<file path="config.mk">
export PLATFORM = sky130hd
export DESIGN_NAME = hpa_pipe_ctrl
export DESIGN_NICKNAME = d
export VERILOG_FILES = /design/src/rtl/hpa_pkg.sv /design/src/rtl/hpa_pipe_ctrl.sv
export SDC_FILE = /design/constraint.sdc
export NUM_CORES = 1
export LEC_CHECK = 0
export BUFFER_PORTS_ARGS = -buffer_cell sky130_fd_sc_hd__buf_2
export CORE_AREA = 2 2 39 41
export CTS_CLUSTER_DIAMETER = 60
export DETAILED_ROUTE_END_ITERATION = 7
export DIE_AREA = 0 0 41 43
export GPL_ROUTABILITY_DRIVEN = 0
export GPL_TIMING_DRIVEN = 0
export PLACE_DENSITY = 0.71
export SYNTH_ARGS = -nofsm -noshare
export SYNTH_HDL_FRONTEND = slang
export SYNTH_SLANG_ARGS = --single-unit
</file>
<file path="constraint.sdc">
create_clock -name clk_i -period 1.9 [get_ports clk_i]
set_clock_uncertainty 0.1 [all_clocks]
set_input_delay 0.38 -clock clk_i [delete_from_list [all_inputs] [get_ports clk_i]]
set_output_delay 0.38 -clock clk_i [all_outputs]
set_load 0.01 [all_outputs]
</file>
<file path="src/rtl/hpa_pkg.sv">
// shared constants, widths and types of the hex pixel to axial converter
`default_nettype none
package hpa_pkg;

  // field widths
  localparam int PIX_W = 24;
  localparam int INV_W = 17;
  localparam int AX_W  = 16;

  // default number of fraction bits of the pixel position
  localparam int FRAC_BITS_DEF = 8;

  // sqrt(3), unsigned with 20 fraction bits
  localparam int               SQ3_W   = 21;
  localparam logic [SQ3_W-1:0] SQ3_Q20 = 21'd1816187;

  // scaled products and their magnitudes
  localparam int NUM_W = 64;
  localparam int MAG_W = 63;

  // configuration port
  localparam int               PADDR_W      = 3;
  localparam int               PDATA_W      = 32;
  localparam logic             REG_INV_SIZE = 1'b0;
  localparam logic [INV_W-1:0] INV_RST      = 17'd2048;

  // pipeline layout: four scaling stages, four rounding stages, two select stages
  localparam int N_STAGES = 10;
  localparam int ST_SCALE = 0;
  localparam int ST_ROUND = 4;
  localparam int ST_PICK  = 8;

  typedef struct packed {
    logic [N_STAGES-1:0] en;
    logic [N_STAGES-1:0] vld;
  } hpa_pipe_t;

endpackage
`default_nettype wire

</file>
<file path="src/rtl/hpa_pipe_ctrl.sv">
// valid bits and per-stage load enables of the converter pipeline
`default_nettype none
module hpa_pipe_ctrl (
  input  wire logic              clk_i,
  input  wire logic              rst_ni,
  input  wire logic              in_valid_i,
  input  wire logic              out_ready_i,
  output hpa_pkg::hpa_pipe_t     pipe_o
);

  localparam int N = hpa_pkg::N_STAGES;

  logic [N-1:0] vld_q, vld_d;
  logic [N-1:0] en;

  // a stage loads when some stage at or after it is empty, or the output drains
  always_comb begin
    logic [N-1:0] low_mask;
    for (int i = 0; i < N; i++) begin
      low_mask = (N'(1) << i) - N'(1);
      en[i]    = out_ready_i || !(&(vld_q | low_mask));
    end
  end

  always_comb begin
    vld_d[0] = en[0] ? in_valid_i : vld_q[0];
    for (int i = 1; i < N; i++) begin
      vld_d[i] = en[i] ? vld_q[i-1] : vld_q[i];
    end
  end

  always_ff @(posedge clk_i or negedge rst_ni) begin
    if (!rst_ni) begin
      vld_q <= '0;
    end else begin
      vld_q <= vld_d;
    end
  end

  assign pipe_o.en  = en;
  assign pipe_o.vld = vld_q;

endmodule
`default_nettype wire

</file>
==> flow_summary.ini <==
[sta]
fin_tns_setup_ns = -0.0597
fin_hold_viols = 0
slew_viol_final = 0
worst_rel_slew_slack_pct = 78.3
timing.final.setup_violations = 2
final_critical_path_setup_slack_ns = -0.0345
rsz0062_at_grt = true
timing_worst_slew_pin_value_ns = 0.325
worst_hold_slack_ns = 0.192
finalWorstPathRequiredPeriod_ns = 1.93
highest_achievable_clock_rate_mhz = 517
period_share_pct = 102

[yosys]
yosys_warnings = 0
synth_fp_nets = 45
post_synth_num_cell_types = 16
synthCells = 41
synth_largest_type_area_fraction_pct = 56.5
postSynthAreaPerCell_sq_um = 10.8
post_synth_instance_area_sq_um = 443
ys_seq_elements = 10
synthDominantAreaCellType = dfrtp_1
ys_top_cells_by_area = dfrtp_1 56%, a41o_1 4.5%, nand3_1 4.5%
synth.yosys.seq_area_share_pct = 56.5

[finish]
final_area_sq_um = 684
stdcell_count = 91
fin_nets = 80
largest_reg_flops = 10
registers.top_by_ff_count = vld_q
final_util_pct = 49.5
largestRegisters = vld_q: 10 flops
synthToLayoutAreaGrowth_pct = 54.5
filler_cell_count = 134
n_antenna_cell = 0
layout-drive-gt1-share_pct = 56.0
mostFrequentLayoutCells = 23 x buf_2, 8 x dfrtp_1, 7 x buf_4
layout.cells.most_common = buf_2

[critical_path]
critical_path.max_fanout = 4
crit_path_max_incr_delay_ns = 0.39
cp.arrival_ns = 1.45
cp_num_cells = 4
reg2reg_depth = 5
worstPathRequired_ns = 1.42
critPathBufInv = 2
critical_path.startpoint = vld_q[9]
worst_path_class_setup = register to output pin
r2r_slack_ns = 0.46
cp_slowest_cell = or4_1
endpoint_kind = output pin
reg_to_reg_startpoint = vld_q[9]
crit_path_start_kind = register
rr_endpoint = vld_q[1]
timing.critical_path.max_delay_family = simple AND/OR/NAND/NOR gates
worstPathCellList = and3b_2, inv_2, or4_1, buf_2

[clock_network]
ctsLongestPathBuffers = 2
cts-buffers-inserted = 3
cts.reportedPaths.clkPinSlew_ns = 0.07
clock_tree_from_tritoncts = yes
cts.htree.levels = 1
cts_sinks = 10
root_buffer = clkbuf_4
clock_latency_ns = 0.26

[pwr]
powerDensity_nw_per_um2 = 1140
p_leak_nw = 0.326
fin_total_pwr_uw = 780
peakVddDrop_v = 0.000532

[global_routing]
grt_antenna_before_repair = 0
globalRouteMet3Util_pct = 5.24
overflow = 0
globalRouteMet2Util_pct = 18.8
grt_use_total_pct = 14.6
grt_peak_use_layer = met1
grtUsageMet1_pct = 19.4
grt_pass1_vias = 379
grt_start_max_net_pins = 11
grt_first_pass_wirelength_um = 1700

[run]
cap_violations = 0

[worst_hold_path]
worst_hold_path.endpoint = vld_q[0]
worst_hold_path_type = primary input to register
hold_path_depth = 3
hold_path_startpoint = in_valid_i

[route]
vias_per_cell = 5.14
post_drt_wl_per_cell_um = 11.8
drt_first_pass_iters = 4
antenna_violating_nets_post_route = 0
remaining_drc_errors = 0
drtIter0Drc = 8
vias = 468
routed_wl_um = 1070

[die]
core_region_area_sq_um = 1380
fp-row-count = 14
fp.dieW_um = 41
floorplan.io_pins = 24
die-height_um = 43
die-area_sq_um = 1760
starting_utilization_of_the_core_area_pct = 32.0

[place]
detailed_place.area_sq_um = 578
placed_cells = 80
place_hpwl_um = 754
post_placement_worst_setup_slack_ns = -0.0377
io_buffer_count = 23

[outcome]
outcome = finished with violations
violations = setup timing
[report_power, final]
group / leakage, nW / total (mW) / switching (mW) / internal, mW
clock: 0.0210 / 0.195 / 0.0792 / 0.116
combinational: 0.200 / 0.306 / 0.166 / 0.140
sequential: 0.105 / 0.278 / 0.0285 / 0.250
total: 0.326 / 0.780 / 0.274 / 0.506
[logic make-up after synthesis]
group	after synthesis	synth area share, %
AND/OR/NAND/NOR	18	23.4
flip-flops	10	56.5
AO/OA/AOI/OAI	8	15.8
buffers and inverters	5	4.24
[what timing repair did]
action | CTS | global route
endpoints found under the hold margin | 10 | 0
cloned | 0 | 0
hold buffers | 1 | 0
resized for setup | 2 | 4
pin swaps | 3 | 0
endpoints found under the setup margin | 8 | 7
buffers inserted | 5 | 2
[synthesized netlist by cell type]
master / instances
a21o_1: 2
inv_2: 1
and2_1: 1
nand3_1: 4
or4_1: 2
nand4_1: 2
nand2_1: 4
dfrtp_1: 10
o41ai_1: 2
nand2b_1: 3
and3b_2: 1
clkbuf_1: 2
a31o_2: 2
and3_1: 1
inv_1: 2
a41o_1: 2
[routing by layer]
metal / wire length, um / vias up / part of all wire [%]
met4: 14 / 0 / 1.3
met3: 79 / 2 / 7.4
met5: 0 / - / 0
met1: 490 / 222 / 46
met2: 489 / 19 / 46
li1: - / 225 / -
[worst max path at each step]
| stage | end | slack (ns) |
|---|---|---|
| 2_1_floorplan | pipe_o[10] | 0.16 |
| 3_3_place_gp | pipe_o[11] | -0.04 |
| 3_5_place_dp | pipe_o[10] | -0.04 |
| 4_1_cts | pipe_o[10] | -0.05 |
| 5_1_grt | pipe_o[10] | -0.11 |
| 6_report | pipe_o[10] | -0.03 |
[layout make-up]
| type | instances | area, sq um | area share (%) |
|---|---|---|---|
| sequential | 10 | 253 | 36.9 |
| multi-input combinational | 26 | 179 | 26.1 |
| timing repair buffer | 31 | 178 | 26.0 |
| clock buffer | 4 | 36.3 | 5.30 |
| tap | 16 | 20.0 | 2.93 |
| inverter | 3 | 11.3 | 1.65 |
| buffer | 1 | 7.51 | 1.10 |
[worst reg2reg max path, delay by kind of cell (launching register included)]
kind,cells,cell delay (ns)
compound gates,1,0.33
buf+inv,3,0.32
simple gates,1,0.24
flops,1,0.36
No activity file was read; power rests on OpenSTA's default activity.
