==> config.mk <==
export PLATFORM = sky130hd
export DESIGN_NAME = hpa_pick
export DESIGN_NICKNAME = d
export VERILOG_FILES = /design/src/rtl/hpa_pkg.sv /design/src/rtl/hpa_pick.sv
export SDC_FILE = /design/constraint.sdc
export NUM_CORES = 1
export LEC_CHECK = 0
export BUFFER_PORTS_ARGS = -buffer_cell sky130_fd_sc_hd__buf_2
export CAP_MARGIN = 20
export CORE_UTILIZATION = 56
export CTS_BUF_LIST = sky130_fd_sc_hd__clkbuf_4 sky130_fd_sc_hd__clkbuf_8
export CTS_CLUSTER_DIAMETER = 50
export DETAILED_ROUTE_END_ITERATION = 12
export PLACE_DENSITY = 0.93
export SYNTH_ARGS = -nofsm -noshare
export SYNTH_HDL_FRONTEND = slang
export SYNTH_SLANG_ARGS = --single-unit
export TNS_END_PERCENT = 20
==> constraint.sdc <==
create_clock -name clk_i -period 3.6 [get_ports clk_i]
set_input_delay 0.72 -clock clk_i [delete_from_list [all_inputs] [get_ports clk_i]]
set_output_delay 0.72 -clock clk_i [all_outputs]
set_load 0.03 [all_outputs]
==> src/rtl/hpa_pkg.sv <==
// shared constants, widths and types of the hex pixel to axial converter
`default_nettype none
package hpa_pkg;

  // field widths
  localparam int PIX_W = 24;
  localparam int INV_W = 17;
  localparam int AX_W  = 16;

  // default number of fraction bits of the pixel position
  localparam int FRAC_BITS_DEF = 8;

  // sqrt(3), unsigned with 20 fraction bits
  localparam int               SQ3_W   = 21;
  localparam logic [SQ3_W-1:0] SQ3_Q20 = 21'd1816187;

  // scaled products and their magnitudes
  localparam int NUM_W = 64;
  localparam int MAG_W = 63;

  // configuration port
  localparam int               PADDR_W      = 3;
  localparam int               PDATA_W      = 32;
  localparam logic             REG_INV_SIZE = 1'b0;
  localparam logic [INV_W-1:0] INV_RST      = 17'd2048;

  // pipeline layout: four scaling stages, four rounding stages, two select stages
  localparam int N_STAGES = 10;
  localparam int ST_SCALE = 0;
  localparam int ST_ROUND = 4;
  localparam int ST_PICK  = 8;

  typedef struct packed {
    logic [N_STAGES-1:0] en;
    logic [N_STAGES-1:0] vld;
  } hpa_pipe_t;

endpackage
`default_nettype wire

==> src/rtl/hpa_pick.sv <==
// select stages: rebuilds the coordinate with the largest error and saturates
`default_nettype none
module hpa_pick #(
  parameter int FRAC_BITS = hpa_pkg::FRAC_BITS_DEF
) (
  input  wire logic                                   clk_i,
  input  wire logic [1:0]                             en_i,
  input  wire logic signed [hpa_pkg::MAG_W-FRAC_BITS-36:0] rq_i,
  input  wire logic signed [hpa_pkg::MAG_W-FRAC_BITS-36:0] rr_i,
  input  wire logic signed [hpa_pkg::MAG_W-FRAC_BITS-36:0] rs_i,
  input  wire logic [FRAC_BITS+36:0]                  eq_i,
  input  wire logic [FRAC_BITS+36:0]                  er_i,
  input  wire logic [FRAC_BITS+36:0]                  es_i,
  output logic signed [hpa_pkg::AX_W-1:0]             axial_q_o,
  output logic signed [hpa_pkg::AX_W-1:0]             axial_r_o
);

  localparam int TW = hpa_pkg::MAG_W - FRAC_BITS - 36;
  localparam int AW = hpa_pkg::AX_W;
  localparam int RW = (TW + 2 > AW + 1) ? TW + 2 : AW + 1;
  localparam logic signed [RW-1:0] SAT_HI = RW'((1 << (AW - 1)) - 1);
  localparam logic signed [RW-1:0] SAT_LO = -RW'(1 << (AW - 1));

  logic              pick_q9_q, pick_s9_q;
  logic signed [TW:0] rq9_q, rr9_q, rs9_q;
  logic signed [RW-1:0] qx, rx, sx, q_c, r_c;
  logic signed [AW-1:0] q_q, r_q;

  function automatic logic signed [AW-1:0] sat(input logic signed [RW-1:0] v);
    logic signed [AW-1:0] res;
    if (v > SAT_HI) begin
      res = SAT_HI[AW-1:0];
    end else if (v < SAT_LO) begin
      res = SAT_LO[AW-1:0];
    end else begin
      res = v[AW-1:0];
    end
    return res;
  endfunction

  // stage 9: strict compares, ties fall to the later choice
  always_ff @(posedge clk_i) begin
    if (en_i[0]) begin
      pick_q9_q <= (eq_i > es_i) && (eq_i > er_i);
      pick_s9_q <= es_i > er_i;
      rq9_q     <= rq_i;
      rr9_q     <= rr_i;
      rs9_q     <= rs_i;
    end
  end

  // stage 10: rebuild and saturate into the output register
  assign qx = RW'(rq9_q);
  assign rx = RW'(rr9_q);
  assign sx = RW'(rs9_q);

  always_comb begin
    q_c = qx;
    r_c = rx;
    priority if (pick_q9_q) begin
      q_c = -sx - rx;
    end else if (pick_s9_q) begin
      q_c = qx;
    end else begin
      r_c = -qx - sx;
    end
  end

  always_ff @(posedge clk_i) begin
    if (en_i[1]) begin
      q_q <= sat(q_c);
      r_q <= sat(r_c);
    end
  end

  assign axial_q_o = q_q;
  assign axial_r_o = r_q;

endmodule
`default_nettype wire

==> impl_metrics.csv <==
group,metric,value,unit
die,dieArea,17300,um2
placement,dp_hpwl,20600,um
clocking,numClockSinks,94,
synth,async_reset_ff_share,0,%
die,rows,46,
setup_path,startpoint_type,"register",
clocking,cts-root-buf,"clkbuf_8",
grt,grt_pass1_vias,8457,
timing,fin_crit_sh,102,%
setup_path,cp.arrival,3.83,ns
finish,final_nets,1643,
setup_path,critPathKind,"register to register",
min_path,min_path_type,"input port to register",
clocking,cts_tree,"built",
finish,synthToLayoutAreaGrowth,20.9,%
synth,yosysSeqAreaShare,30.1,%
die,die_h,131,um
timing,timing.slew.headroom,38.9,%
synth,synthCells,985,
route,antenna_left,0,
setup_path,cp_max_fo,8,
clocking,cts.reportedPaths.clkPinSlew,0.12,ns
outcome,violations,"negative setup slack",
route,via_per_inst,5.94,
die,num_io_pins,230,
synth,syn-num-nets,1398,
placement,io_buffer_count,229,
clocking,cts-buffers-inserted,9,
power,vdd_drop_max,240,uV
synth,syn-cell-area,9380,um2
clocking,hold_buffers,0,
timing,finClkSkew,0.0199,ns
placement,gp_congestion,0.901,
finish,final_cell_mix,"229 x buf_2, 207 x ha_1, 159 x inv_1, 94 x edfxtp_1, 86 x a21oi_1",
timing,hold_violations,0,
timing,max_freq,271,MHz
route,drtPass1Iterations,7,
timing,setup_viol,15,
clocking,clk_latency,0.40,ns
synth,syn_avg_cell_area,9.52,um2
synth,ys_types,63,
finish,layoutNonFillerInstCount,1453,
route,drc,0,
route,first_iter_violations,693,
route,wirelength,26700,um
setup_path,crit_path_end_kind,"register",
die,core,16100,um2
grt,grt_pass1_wl,39500,um
clocking,ctsHtreeMaxLevel,3,
timing,tns,-0.917,ns
placement,place_ws,-0.00532,ns
synth,synth_edf_count,94,
run,max_cap_viol_count,0,
power,power_density,366,nW/um2
grt,antenna_found_initial,2,
finish,drive_gt1_share,25.7,%
placement,dp_cells,1426,
outcome,status,"complete, but fails checks",
timing,period_minus_slack,3.68,ns
timing,worst_pin_slew,0.913,ns
power,p_leak,5.97,nW
synth,yosys_warnings,0,
setup_path,worstPathRequired,3.75,ns
die,start_util,58.2,%
timing,whs,0.480,ns
route,vias,8637,
timing,layout_setup_ws,-0.0848,ns
clocking,cts_buffer_depth,2,
grt,grt-ovfl-total,0,
timing,slew_viol_final,0,
grt,grtUsageTotal,28.4,%
synth,ys_seq_elements,94,
grt,grt_max_degree,63,
route,wl_per_cell,18.4,um
synth,ys.flop_type,"edfxtp_1",
finish,fill_cells,1113,
finish,final_common_cell,"buf_2",
die,die_x,131,um
## synthesized netlist by cell type (all sizes together) (11+ instances only)
cell type	count	area [um2]
ha	213	2670
nor2	35	131
nor3	15	80.1
mux2i	19	190
edfxtp	94	2820
inv	161	604
nand2b	11	68.8
nand4	29	181
o21ai	50	288
xor2	13	114
nand2	40	150
a21o	62	465
a21oi	91	455
nand3	15	75.1
nor2b	16	100
xnor2	15	131
## worst paths after layout
path	from	slack [ns]	end	depth (start not counted)
setup / recovery	rs9_q[1]$_DFFE_PP_	-0.08	axial_r_o[11]$_SDFFCE_PN1P_	16
hold / removal	rs_i[1]	0.48	rs9_q[1]$_DFFE_PP_	1
setup reg to reg	rs9_q[1]$_DFFE_PP_	-0.08	axial_r_o[11]$_SDFFCE_PN1P_	16
hold reg to reg	rr9_q[2]$_DFFE_PP_	0.65	axial_r_o[2]$_SDFFCE_PN1P_	2
## final cells by class
cell class | instances | area (um2) | share of cell area (%)
Multi-Input combinational cell | 717 | 6100 | 53.8
Sequential cell | 94 | 2820 | 24.9
Timing Repair Buffer | 247 | 1340 | 11.8
Inverter | 161 | 604 | 5.33
Tap cell | 216 | 270 | 2.38
Clock buffer | 9 | 124 | 1.09
Clock inverter | 7 | 75.1 | 0.662
Antenna cell | 2 | 5.00 | 0.0442
## per-stage QoR
step                      total power, mW  instance area, um2  util [%]
after global placement               3.14               10800      67.2
after global routing                 4.36               11300      70.3
after detailed placement             3.22               10800      67.2
final                                4.15               11300      70.3
after floorplan                      2.68                9380         -
after CTS                            3.92               11000      68.4
## cells by family after synthesis
logic type      after synthesis  synth area share, %
fa+ha+maj                   215                 28.8
xor+xnor                     28                 2.61
buf+inv                     174                 7.15
simple gates                180                 9.77
compound gates              274                 19.4
mux                          20                 2.15
flops                        94                 30.1
## power by group
| part | leakage [nW] | switching [mW] | total (mW) | internal (mW) |
|---|---|---|---|---|
| logic | 4.95 | 1.17 | 2.00 | 0.825 |
| registers | 0.918 | 0.0654 | 1.43 | 1.37 |
| clock network | 0.0981 | 0.444 | 0.718 | 0.273 |
| total | 5.97 | 1.68 | 4.15 | 2.47 |
## state kept, by name, indices dropped and copies added, names as in the netlist
| signal | flops |
|---|---|
| pick_s9_q | 1 |
| axial_r_o | 16 |
| rr9_q | 20 |
| pick_q9_q | 1 |
| axial_q_o | 16 |
| rs9_q | 20 |
| rq9_q | 20 |
## worst max-delay path: stages, from the launching register on
cell and delay, ns:
edfxtp_1 0.44, buf_6 0.14, ha_4 0.25, inv_2 0.04, ha_4 0.16, buf_6 0.12, a211oi_4 0.26, o21bai_2 0.12
o2111ai_2 0.27, a21oi_2 0.12, a211o_1 0.30, xnor2_1 0.28, o211ai_1 0.17, o41ai_4 0.35, buf_4 0.20, buf_12 0.13
o21ai_1 0.08
## routing by layer
layer,GRT usage [%],up-vias,share of wire [%]
met1,30.6,3960,37
met2,52.7,470,51
met3,5.17,112,7.6
met4,14.0,0,4.9
li1,-,4095,-
met5,0,-,0
## repair_timing
action                                  CTS  global route
endpoints found under the setup margin    5            30
gates cloned                              0             2
gates resized for setup                   1            53
hold endpoints to repair                  0             0
pin swaps                                 0            22
buffers inserted                          0             7
(Power assumes the default switching activity.)
