**src/rtl/hpa_pkg.sv**
```systemverilog
// shared constants, widths and types of the hex pixel to axial converter
`default_nettype none
package hpa_pkg;

  // field widths
  localparam int PIX_W = 24;
  localparam int INV_W = 17;
  localparam int AX_W  = 16;

  // default number of fraction bits of the pixel position
  localparam int FRAC_BITS_DEF = 8;

  // sqrt(3), unsigned with 20 fraction bits
  localparam int               SQ3_W   = 21;
  localparam logic [SQ3_W-1:0] SQ3_Q20 = 21'd1816187;

  // scaled products and their magnitudes
  localparam int NUM_W = 64;
  localparam int MAG_W = 63;

  // configuration port
  localparam int               PADDR_W      = 3;
  localparam int               PDATA_W      = 32;
  localparam logic             REG_INV_SIZE = 1'b0;
  localparam logic [INV_W-1:0] INV_RST      = 17'd2048;

  // pipeline layout: four scaling stages, four rounding stages, two select stages
  localparam int N_STAGES = 10;
  localparam int ST_SCALE = 0;
  localparam int ST_ROUND = 4;
  localparam int ST_PICK  = 8;

  typedef struct packed {
    logic [N_STAGES-1:0] en;
    logic [N_STAGES-1:0] vld;
  } hpa_pipe_t;

endpackage
`default_nettype wire

```
**src/rtl/hpa_round.sv**
```systemverilog
// rounding stages: divides one scaled coordinate by 3 * 2^shift, half away from zero
`default_nettype none
module hpa_round #(
  parameter int FRAC_BITS = hpa_pkg::FRAC_BITS_DEF
) (
  input  wire logic                                clk_i,
  input  wire logic [3:0]                          en_i,
  input  wire logic signed [hpa_pkg::NUM_W-1:0]    num_i,
  output logic signed [hpa_pkg::MAG_W-FRAC_BITS-36:0] rnd_o,
  output logic [FRAC_BITS+36:0]                    err_o
);

  localparam int MW = hpa_pkg::MAG_W;
  localparam int NW = hpa_pkg::NUM_W;
  localparam int SH = FRAC_BITS + 36;
  localparam int TW = MW - SH;
  localparam longint unsigned RECIP_L = ((64'd1 << (TW + 1)) + 64'd2) / 64'd3;
  localparam logic [TW-1:0]   RECIP   = RECIP_L[TW-1:0];
  localparam logic [MW-1:0]   HALF    = {{(MW-2){1'b0}}, 2'b11} << (SH - 1);

  logic [NW-1:0]     abs_c;
  logic              sign5_q, sign6_q, sign7_q;
  logic [MW-1:0]     mag5_q, mag6_q, mag7_q;
  logic [MW-1:0]     sum6;
  logic [TW-1:0]     t6_q;
  logic [2*TW-1:0]   prod7;
  logic [TW-1:0]     qk7_q;
  logic [TW+1:0]     k3, ediff;
  logic signed [SH+2:0] e_c, eabs;
  logic signed [TW:0]   qk_s;
  logic signed [TW:0]   rnd_q;
  logic [SH:0]          err_q;

  // stage 5: sign and magnitude
  assign abs_c = num_i[NW-1] ? NW'(-num_i) : NW'(num_i);

  always_ff @(posedge clk_i) begin
    if (en_i[0]) begin
      sign5_q <= num_i[NW-1];
      mag5_q  <= abs_c[MW-1:0];
    end
  end

  // stage 6: add half the divisor and drop the power of two
  assign sum6 = mag5_q + HALF;

  always_ff @(posedge clk_i) begin
    if (en_i[1]) begin
      sign6_q <= sign5_q;
      mag6_q  <= mag5_q;
      t6_q    <= sum6[MW-1:SH];
    end
  end

  // stage 7: divide by three through the reciprocal
  assign prod7 = t6_q * RECIP;

  always_ff @(posedge clk_i) begin
    if (en_i[2]) begin
      sign7_q <= sign6_q;
      mag7_q  <= mag6_q;
      qk7_q   <= TW'(prod7 >> (TW + 1));
    end
  end

  // stage 8: error = |mag - 3k * 2^shift|, only the top bits can differ by a few units
  assign k3    = {1'b0, qk7_q, 1'b0} + {2'b00, qk7_q};
  assign ediff = {2'b00, mag7_q[MW-1:SH]} - k3;
  assign e_c   = $signed({ediff[2:0], mag7_q[SH-1:0]});
  assign eabs  = e_c[SH+2] ? -e_c : e_c;
  assign qk_s  = $signed({1'b0, qk7_q});

  always_ff @(posedge clk_i) begin
    if (en_i[3]) begin
      err_q <= eabs[SH:0];
      rnd_q <= sign7_q ? -qk_s : qk_s;
    end
  end

  assign rnd_o = rnd_q;
  assign err_o = err_q;

endmodule
`default_nettype wire

```
**config.mk**
```make
export PLATFORM = sky130hd
export DESIGN_NAME = hpa_round
export DESIGN_NICKNAME = d
export VERILOG_FILES = /design/src/rtl/hpa_pkg.sv /design/src/rtl/hpa_round.sv
export SDC_FILE = /design/constraint.sdc
export NUM_CORES = 1
export LEC_CHECK = 0
export BUFFER_PORTS_ARGS = -buffer_cell sky130_fd_sc_hd__buf_2
export CAP_MARGIN = 20
export CORE_MARGIN = 2
export CORE_UTILIZATION = 33
export CTS_CLUSTER_DIAMETER = 80
export CTS_CLUSTER_SIZE = 24
export DETAILED_ROUTE_END_ITERATION = 6
export PLACE_DENSITY_LB_ADDON = 0.15
export SLEW_MARGIN = 20
export SYNTH_ARGS = -nofsm -noshare
export SYNTH_HDL_FRONTEND = slang
export SYNTH_SLANG_ARGS = --single-unit
```
**constraint.sdc**
```tcl
create_clock -name clk_i -period 10.35 [get_ports clk_i]
set_input_delay 2.07 -clock clk_i [delete_from_list [all_inputs] [get_ports clk_i]]
set_output_delay 2.07 -clock clk_i [all_outputs]
set_load 0.005 [all_outputs]
```
==> flow_metrics.env, run 1 <==
export IMPL_status="finished clean"
export IMPL_min_from="mag5_q[5]"
export IMPL_hold_depth=0
export IMPL_synthCells=1437
export IMPL_synthAdderAreaFrac_pct=25.50
export IMPL_endpoint_kind="flop"
export IMPL_synthXorXnorAreaFrac_pct=8.252
export IMPL_ys_async_sr_fraction_pct=0
export IMPL_vias=10745
export IMPL_cp_start_kind="flop"
export IMPL_yosysWarnings=0
export IMPL_drt_total_wl_um=41190
export IMPL_die_width_um=233.7
export IMPL_die_area_mm2=0.05460
export IMPL_gp_congestion=0.8547
export IMPL_crit_top_cell="fa_1"
export IMPL_rr_worst_depth=15
export IMPL_synth_ff_type="edfxtp_1"
export IMPL_core_mm2=0.05234
export IMPL_drc=0
export IMPL_cts_setup_buffers=0
export IMPL_num_fill_cells=5131
export IMPL_grt_ovfl_total=0
export IMPL_cts_htree_levels=1
export IMPL_timing_rr_end="qk7_q[14]"
export IMPL_synthTopCellsByArea="edfxtp_1 45%, fa_1 13%, ha_1 13%, xnor2_1 6.7%, inv_1 5.0%"
export IMPL_cts_tree="built"
export IMPL_dr_pass1_iters=5
export IMPL_min_period_over_period_pct=57.59
export IMPL_antenna_found_initial=5
export IMPL_port_buffers=133
export IMPL_finClkSkew_ps=30.25
export IMPL_path_max_fanout=6
export IMPL_r2r_start="t6_q[11]"
export IMPL_area_delta_synth_final_pct=12.09
export IMPL_cts_root_buffer="clkbuf_16"
export IMPL_seqCellArea_mm2=0.007868
export IMPL_maxCapViolations=0
export IMPL_drt_iter0_drc=619
export IMPL_setup_tns_final_ps=0
export IMPL_relSlewSlack_pct=32.84
export IMPL_boundaryPins=134
export IMPL_wire_per_inst_um=18.07
export IMPL_grt_pass1_wl_um=65520
export IMPL_gr_usage_all_layers_pct=15.56
export IMPL_yosys_area_share_simple_pct=7.555
export IMPL_dp_cells=2245
export IMPL_synth_top_cell_by_area="edfxtp_1"
export IMPL_hold_buffers=0
export IMPL_multi_input_area_mm2=0.008593
export IMPL_crit_chain="ha_1 -> ha_1 -> fa_1 -> fa_1 -> fa_1 -> inv_1 -> fa_1 -> inv_1 -> ha_1 -> a21oi_1 -> inv_1 -> a2111oi_0 -> o21ai_0 -> a211oi_1 -> xnor2_1"
export IMPL_grt_max_degree=68
export IMPL_rows=84
export IMPL_hold_end="mag6_q[5]"
export IMPL_worstPathRequired_ps=10630
export IMPL_regToRegSetupSlack_ps=4390
export IMPL_nets=1933
export IMPL_clkLatencyLatePin_ps=530
export IMPL_clk_pin_slew_worst_paths_ps=90
export IMPL_clock_tree_buffer_depth=3
export IMPL_synth_top_family_by_area="adder cells"
export IMPL_syn_area_mm2=0.01741
export IMPL_hpwl_um=34300
export IMPL_ys_types=58
export IMPL_ys_seq_area_share_pct=45.20
export IMPL_syn_avg_cell_area_um2=12.11
export IMPL_cts_resized=0
export IMPL_layout_cells_non_filler=2279
export IMPL_antenna_left=0
export IMPL_crit_arrival_ps=6240
export IMPL_ys_ff_latch=262
export IMPL_setup_viol=0
export IMPL_start_util_pct=33.26
export IMPL_tightestPinTransition_ps=982.0
export IMPL_synth_mux_area_share_pct=0.05750
export IMPL_max_clock_freq_ghz=0.1678
export IMPL_cts_sinks=262
export IMPL_drv_slew=0
export IMPL_synth_compound_area_share_pct=7.957
export IMPL_rsz0062_at_grt="no"
export IMPL_hold_violations=0
export IMPL_numCtsBuffers=18
export IMPL_cpPeakStageDelay_ps=840
export IMPL_hp_class="flop to flop"
export IMPL_slowest_stage="a2111oi_0"
export IMPL_grt_pass1_vias=11201
export IMPL_period_needed_ps=5961
export IMPL_synth_top_cell_area_share_pct=45.20
export IMPL_dieHeight_um=233.7
export IMPL_drive_gt1_share_pct=11.59
export IMPL_syn_nets=1793
export IMPL_viasPerCell=4.715
export IMPL_path_class="flop to flop"
export IMPL_synth_edf_count=262
[routing by layer]
layer	part of all wire [%]	global-route usage (%)	wire (um)	vias to the layer above
met3	2.5	1.367	1028	45
met4	2.1	3.323	874	0
met5	0	0	0	-
met2	44	24.40	18120	184
met1	51	23.31	21170	5212
li1	-	-	-	5304
[logic make-up after synthesis]
| family | after synthesis |
|---|---|
| XOR/XNOR | 164 |
| flip-flops | 262 |
| buffers and inverters | 254 |
| AO/OA/AOI/OAI | 210 |
| multiplexers | 1 |
| adder cells (fa/ha/maj) | 287 |
| AND/OR/NAND/NOR | 259 |
[state kept, by name, summed over array words and instances, names as in the netlist]
register,flops
rnd_o,20
mag6_q,47
sign6_q,1
mag5_q,63
sign5_q,1
mag7_q,47
t6_q,19
sign7_q,1
err_o,45
qk7_q,18
[stage by stage]
step | util (%) | setup slack [ps] | hold WS, ps | instance area [um^2]
detailed placement | 36.14 | 4380 | 404.5 | 18910
CTS | 37.26 | 4363 | 422.2 | 19500
floorplan | - | 5112 | 400.3 | 17410
finish | 37.28 | 4389 | 416.8 | 19510
global placement | 36.14 | 4443 | 400.6 | 18910
global route | 37.28 | 3990 | 422.6 | 19510
[layout by cell type, fill, tap and decap left out, types with 3 or more instances in the layout]
cell type,instances
a211oi_1,5
a21o_1,11
a21oi_1,39
a21oi_2,3
a31oi_1,4
and3_1,10
buf_2,133
buf_4,6
clkbuf_16,18
clkinvlp_4,3
diode_2,3
edfxtp_1,262
fa_1,113
ha_1,174
inv_1,234
nand2_1,80
nand2b_1,9
nand3_1,13
nand4_1,17
nor2_1,46
nor2b_1,3
nor3_1,22
nor4_1,8
o211ai_1,7
o21a_1,9
o21ai_0,42
o21ai_1,26
o31ai_1,30
o41ai_1,13
or2_2,4
or3_1,18
or4_1,15
xnor2_1,132
xor2_1,31
[worst max path at each step]
stage / startpoint / endpoint / slack [ps] / cells past startpoint
2_1_floorplan: t6_q[4] / qk7_q[15] / 5110 / 18
3_3_place_gp: t6_q[4] / qk7_q[4] / 4440 / 16
3_5_place_dp: t6_q[11] / qk7_q[14] / 4380 / 15
4_1_cts: t6_q[11] / qk7_q[14] / 4360 / 15
5_1_grt: t6_q[11] / qk7_q[14] / 3990 / 15
6_report: t6_q[11] / qk7_q[14] / 4390 / 15
[synth_stat cells (22+ instances only)]
library cell	number
edfxtp_1	262
inv_1	234
ha_1	174
xnor2_1	133
fa_1	113
nand2_1	80
nor2_1	46
o21ai_0	42
a21oi_1	39
xor2_1	31
o31ai_1	30
o21ai_1	26
nor3_1	22
[layout make-up]
cell class / instances / share of cell area (%)
multi-input combinational: 921 / 44.04
sequential: 262 / 40.32
inverter: 235 / 4.521
tap: 688 / 4.412
timing repair buffer: 139 / 3.642
clock buffer: 19 / 2.328
clock inverter: 12 / 0.6926
antenna: 3 / 0.03848
[critical path: cells and delay by family (launching register included)]
kind | cells | cell delay, ps
compound gates | 4 | 1820
buf+inv | 3 | 170
fa+ha+maj | 7 | 3110
xor+xnor | 1 | 110
flops | 1 | 540
Power of run 1 is not shown: default switching activity piles up to over one toggle a cycle in this logic, so the estimate is an artifact.
==> run 2, diff against run 1 <==
--- a/config.mk
+++ b/config.mk
@@ -5,6 +5,7 @@
 export SDC_FILE = /design/constraint.sdc
 export NUM_CORES = 1
 export LEC_CHECK = 0
+export ABC_AREA = 1
 export BUFFER_PORTS_ARGS = -buffer_cell sky130_fd_sc_hd__buf_2
 export CAP_MARGIN = 20
 export CORE_MARGIN = 2
==> constraint.sdc (replaced) <==
create_clock -name clk_i -period 5.2 [get_ports clk_i]
set_input_delay 1.04 -clock clk_i [delete_from_list [all_inputs] [get_ports clk_i]]
set_output_delay 1.04 -clock clk_i [all_outputs]
set_load 0.005 [all_outputs]
==> run 2 against run 1 <==
Against the previous run: sequential cell count unchanged; clock-buffer cell count increased by 2; first-iteration DRC count increased by 26%; synthesized cell count rose by 50%; cell area grew 17%; setup slack got worse by 4200 ps; area after synthesis is 13% higher.
==> flow_metrics.env, run 2 <==
export IMPL_dr_pass1_iters=5
export IMPL_clkLatencyLatePin_ps=540
export IMPL_maxCapViolations=0
export IMPL_hold_buffers=0
export IMPL_r2r_start="t6_q[1]"
export IMPL_nets=2736
export IMPL_synth_top_cell_area_share_pct=39.87
export IMPL_ys_seq_area_share_pct=39.87
export IMPL_worstPathRequired_ps=5480
export IMPL_antenna_left=0
export IMPL_setup_ws_ps=172.9
export IMPL_syn_nets=2516
export IMPL_grt_pass1_vias=14444
export IMPL_regToRegSetupSlack_ps=170
export IMPL_cts_htree_levels=1
export IMPL_rows=89
export IMPL_syn_avg_cell_area_um2=9.136
export IMPL_synthCells=2160
export IMPL_boundaryPins=134
export IMPL_hold_violations=0
export IMPL_clk_pin_slew_worst_paths_ps=80
export IMPL_finClkSkew_ps=26.08
export IMPL_setup_tns_final_ps=0
export IMPL_max_clock_freq_ghz=0.1989
export IMPL_crit_top_cell="fa_1"
export IMPL_slowest_stage="fa_1"
export IMPL_path_max_fanout=3
export IMPL_period_needed_ps=5027
export IMPL_cp_start_kind="flop"
export IMPL_gp_congestion=0.9172
export IMPL_ys_ff_latch=262
export IMPL_viasPerCell=4.554
export IMPL_cts_root_buffer="clkbuf_16"
export IMPL_grt_ovfl_total=0
export IMPL_setup_viol=0
export IMPL_grt_max_degree=60
export IMPL_pre_cts_ws_ps=-4.942
export IMPL_hold_end="mag7_q[23]"
export IMPL_cts_sinks=262
export IMPL_top_regs="mag5_q x63, mag6_q x47, mag7_q x47"
export IMPL_rr_worst_depth=16
export IMPL_diodes=0
export IMPL_die_area_mm2=0.06177
export IMPL_drt_total_wl_um=54090
export IMPL_dieHeight_um=248.5
export IMPL_multi_input_area_mm2=0.01040
export IMPL_cpPeakStageDelay_ps=520
export IMPL_numCtsBuffers=19
export IMPL_vias=14403
export IMPL_mostFrequentLayoutCell="nand2_1"
export IMPL_final_cell_mix="475 x nand2_1, 436 x inv_1, 262 x edfxtp_1"
export IMPL_tightestPinTransition_ps=1009
export IMPL_timing_rr_end="qk7_q[0]"
export IMPL_cts_tree="built"
export IMPL_regMostFlops="mag5_q"
export IMPL_drv_slew=0
export IMPL_path_class="flop to flop"
export IMPL_synth_ff_type="edfxtp_1"
export IMPL_hpwl_um=46050
export IMPL_start_util_pct=33.44
export IMPL_core_mm2=0.05902
export IMPL_synth_edf_count=262
export IMPL_synth_cells_most_frequent="481 x nand2_1, 436 x inv_1, 262 x edfxtp_1"
export IMPL_synth_top_cell_by_area="edfxtp_1"
export IMPL_min_from="mag6_q[23]"
export IMPL_largest_register_ffs=63
export IMPL_seqCellArea_mm2=0.007868
export IMPL_relSlewSlack_pct=32.70
export IMPL_synthTopCellsByArea="edfxtp_1 40%, fa_1 11%, ha_1 11%, nand2_1 9.1%, inv_1 8.3%"
export IMPL_gr_usage_all_layers_pct=17.32
export IMPL_area_delta_synth_final_pct=15.19
export IMPL_ys_types=43
export IMPL_clock_tree_buffer_depth=3
export IMPL_endpoint_kind="flop"
export IMPL_drc=0
export IMPL_ys_async_sr_fraction_pct=0
export IMPL_port_buffers=133
export IMPL_wire_per_inst_um=17.10
export IMPL_hp_class="flop to flop"
export IMPL_crit_chain="ha_1 -> xor2_1 -> ha_1 -> inv_1 -> fa_1 -> inv_1 -> fa_1 -> fa_1 -> fa_1 -> ha_1 -> a21oi_1 -> o21ai_0 -> a21oi_1 -> nand2_1 -> xor2_1 -> buf_4"
export IMPL_min_period_over_period_pct=96.67
export IMPL_grt_pass1_wl_um=83910
export IMPL_die_width_um=248.5
export IMPL_antenna_found_initial=0
export IMPL_yosysWarnings=0
export IMPL_hold_depth=0
export IMPL_yosysMostFrequentCell="nand2_1"
export IMPL_crit_arrival_ps=5300
export IMPL_drt_iter0_drc=778
export IMPL_syn_area_mm2=0.01973
export IMPL_num_fill_cells=6016
export IMPL_status="finished clean"
export IMPL_drive_gt1_share_pct=14.81
## run 2: critical path, delay by kind of cell, from the launching register on
family | cells | cell delay, ps
buf+inv | 3 | 260
flops | 1 | 430
simple gates | 1 | 170
compound gates | 3 | 510
xor+xnor | 2 | 400
fa+ha+maj | 7 | 3020
## run 2: stage by stage
stage / instances / hold WS (ps) / utilization, % / cell area [um^2]
3_3_place_gp: 3116 / 404.7 / 36.88 / 21770
2_1_floorplan: 2160 / 400.3 / - / 19730
5_1_grt: 3163 / 430.5 / 38.52 / 22730
6_report: 3163 / 426.0 / 38.52 / 22730
3_5_place_dp: 3116 / 405.4 / 36.88 / 21770
4_1_cts: 3147 / 426.7 / 37.86 / 22350
## run 2: worst max path at each step
stage / start / to / slack [ps] / depth (start not counted)
global route: t6_q[11] / qk7_q[11] / -8 / 19
floorplan: t6_q[8] / qk7_q[11] / 350 / 18
CTS: t6_q[10] / qk7_q[15] / 50 / 17
global placement: t6_q[4] / qk7_q[15] / 50 / 21
detailed placement: t6_q[4] / qk7_q[15] / -5 / 21
finish: t6_q[1] / qk7_q[0] / 170 / 16
## run 2: final cells by class
class,count,area share (%)
repair buffers,214,5.603
inverters,440,7.266
well taps,773,4.255
clock inverters,10,0.4073
multi-input cells,1443,45.73
clock buffers,21,2.125
flip-flops and latches,262,34.61
## run 2: routing by layer
metal	vias to the layer above	GRT usage [%]	wire length (um)
met4	0	2.583	619
met2	256	27.83	24440
met3	37	1.717	1996
met1	6822	25.71	27040
li1	7288	-	-
met5	-	0	0
## run 2: timing repair
action	4_1_cts	5_1_grt
setup endpoints to repair	1	18
buffers inserted	0	16
resized for setup	1	50
pin swaps	0	15
## run 2: logic make-up after synthesis
group / after synthesis / share of synthesized area [%]
AOI/OAI and AO/OA: 120 / 3.392
xor gates and xnor gates: 119 / 5.282
DFF: 262 / 39.87
buffers and inverters: 455 / 8.819
adders and majority gates: 287 / 22.50
and+or+nand+nor: 917 / 20.14
Power of run 2 is left out for the same reason.
==> run 3, diff against run 2 <==
--- a/config.mk
+++ b/config.mk
@@ -8,6 +8,8 @@
 export ABC_AREA = 1
 export BUFFER_PORTS_ARGS = -buffer_cell sky130_fd_sc_hd__buf_2
 export CAP_MARGIN = 20
+export CELL_PAD_IN_SITES_DETAIL_PLACEMENT = 2
+export CELL_PAD_IN_SITES_GLOBAL_PLACEMENT = 2
 export CORE_MARGIN = 2
 export CORE_UTILIZATION = 33
 export CTS_CLUSTER_DIAMETER = 80
==> run 3 against run 2 <==
Against the previous run: maximum frequency fell by 0.53%; clock-buffer cell count rose by 3; register-to-register slack got worse by 30 ps; first-iteration DRC count fell by 18%; via count rose by 4.9%; sequential share of layout area fell by 0.21 points; utilization rose by 0.24 points; cell area rose by 0.62%; routed wire length rose by 22%; critical path depth rose by 2.
==> flow_metrics.env, run 3 (synthesis results as in run 2) <==
export IMPL_antenna_found_initial=2
export IMPL_cpPeakStageDelay_ps=550
export IMPL_clock_tree_buffer_depth=3
export IMPL_largest_register_ffs=63
export IMPL_maxCapViolations=0
export IMPL_finClkSkew_ps=30.91
export IMPL_hold_ws_ps=428.4
export IMPL_path_buf_inv=5
export IMPL_setup_tns_final_ps=0
export IMPL_setup_viol=0
export IMPL_drt_total_wl_um=66230
export IMPL_drv_slew=0
export IMPL_routed_wl_met2_um=33320
export IMPL_final_cell_mix="471 x nand2_1, 435 x inv_1, 262 x edfxtp_1"
export IMPL_path_max_fanout=5
export IMPL_hp_class="flop to flop"
export IMPL_regMostFlops="mag5_q"
export IMPL_drt_iter0_drc=638
export IMPL_vias=15115
export IMPL_die_width_um=248.5
export IMPL_worstSetupPathDepth=18
export IMPL_cts_sinks=262
export IMPL_area_delta_synth_final_pct=15.91
export IMPL_slowest_stage="fa_1"
export IMPL_gr_usage_all_layers_pct=20.88
export IMPL_wl_met3_um=1740
export IMPL_grt_ovfl_total=0
export IMPL_crit_end="qk7_q[13]"
export IMPL_nets=2717
export IMPL_crit_arrival_ps=5350
export IMPL_path_class="flop to flop"
export IMPL_boundaryPins=134
export IMPL_crit_chain="ha_4 -> fa_1 -> inv_1 -> fa_1 -> fa_1 -> inv_1 -> fa_1 -> inv_1 -> fa_1 -> inv_1 -> ha_4 -> nand2_1 -> inv_1 -> nand2_2 -> nor4_4 -> nand2_1 -> nand3_1 -> nand2_1"
export IMPL_drive_gt1_share_pct=15.16
export IMPL_numCtsBuffers=22
export IMPL_rr_worst_depth=18
export IMPL_cts_root_buffer="clkbuf_16"
export IMPL_r2r_start="t6_q[6]"
export IMPL_wire_per_inst_um=21.03
export IMPL_grt_max_degree=67
export IMPL_mostFrequentLayoutCell="nand2_1"
export IMPL_min_period_over_period_pct=97.19
export IMPL_antenna_left=0
export IMPL_cts_htree_levels=1
export IMPL_period_needed_ps=5054
export IMPL_cp_start_kind="flop"
export IMPL_hold_violations=0
export IMPL_grt_pass1_wl_um=100200
export IMPL_max_clock_freq_ghz=0.1979
export IMPL_drc=0
export IMPL_dieHeight_um=248.5
export IMPL_status="finished clean"
export IMPL_port_buffers=133
export IMPL_regToRegSetupSlack_ps=150
export IMPL_hold_buffers=0
export IMPL_dr_pass1_iters=5
export IMPL_rsz0062_at_grt="yes"
export IMPL_wl_met1_um=29430
export IMPL_viasPerCell=4.800
export IMPL_num_fill_cells=6592
export IMPL_die_area_mm2=0.06177
export IMPL_fin_util_pct=38.76
export IMPL_clkLatencyLatePin_ps=560
export IMPL_top_layer="met5"
export IMPL_worstPathRequired_ps=5500
export IMPL_top_regs="mag5_q x63, mag6_q x47, mag7_q x47"
export IMPL_cts_tree="built"
export IMPL_start_util_pct=33.44
export IMPL_timing_rr_end="qk7_q[13]"
export IMPL_rows=89
export IMPL_path_delay_family="adder cells"
export IMPL_gp_congestion=0.8915
export IMPL_tightestPinTransition_ps=920.8
export IMPL_startpoint="t6_q[6]"
export IMPL_grt_pass1_vias=16848
export IMPL_clk_pin_slew_worst_paths_ps=90
export IMPL_hpwl_um=55660
export IMPL_relSlewSlack_pct=38.62
export IMPL_endpoint_kind="flop"
export IMPL_core_mm2=0.05902
run 3: changes by cell type in the layout (fill, tap and decap cells not counted), sizes merged:
cell and change:
clkinv -3, buf -22, clkbuf +3, diode +1
inv +7
run 3: cell type report:
class | instances | area (um^2) | share of cell area, %
Antenna cell | 1 | 2.502 | 0.01094
Clock buffer | 24 | 558.0 | 2.440
Sequential cell | 262 | 7868 | 34.40
Timing Repair Buffer | 192 | 1109 | 4.847
Inverter | 440 | 1652 | 7.221
Clock inverter | 14 | 191.4 | 0.8369
Multi-Input combinational cell | 1443 | 10530 | 46.02
Tap cell | 773 | 967.2 | 4.228
run 3: through the flow:
step                instance area, um^2  instances  setup slack, ps
global placement                  21560       3089           -42.67
floorplan                         19730       2160            352.4
global route                      22870       3149           -50.09
finish                            22870       3149            146.1
detailed placement                21560       3089           -126.8
CTS                               22400       3132           0.2953
run 3: what timing repair did:
item                                    4_1_cts  5_1_grt
endpoints found under the setup margin       17       18
setup buffers                                 5       16
gates resized for setup                      10       69
pin swaps                                     0       23
run 3: worst min-delay path by stage:
stage                            end        from  cells past startpoint
after global routing      mag7_q[33]  mag6_q[33]                      0
after floorplan            mag6_q[0]   mag5_q[0]                      0
after detailed placement  mag7_q[27]  mag6_q[27]                      0
after global placement    mag7_q[30]  mag6_q[30]                      0
final                     mag6_q[22]  mag5_q[22]                      0
after CTS                 mag7_q[27]  mag6_q[27]                      0
run 3: routing by layer:
| layer | up-vias | GRT usage [%] |
|---|---|---|
| met4 | 2 | 5.766 |
| met3 | 87 | 2.167 |
| met1 | 7571 | 26.91 |
| met5 | - | 0 |
| met2 | 199 | 37.06 |
| li1 | 7256 | - |
Power of run 3 is left out for the same reason.
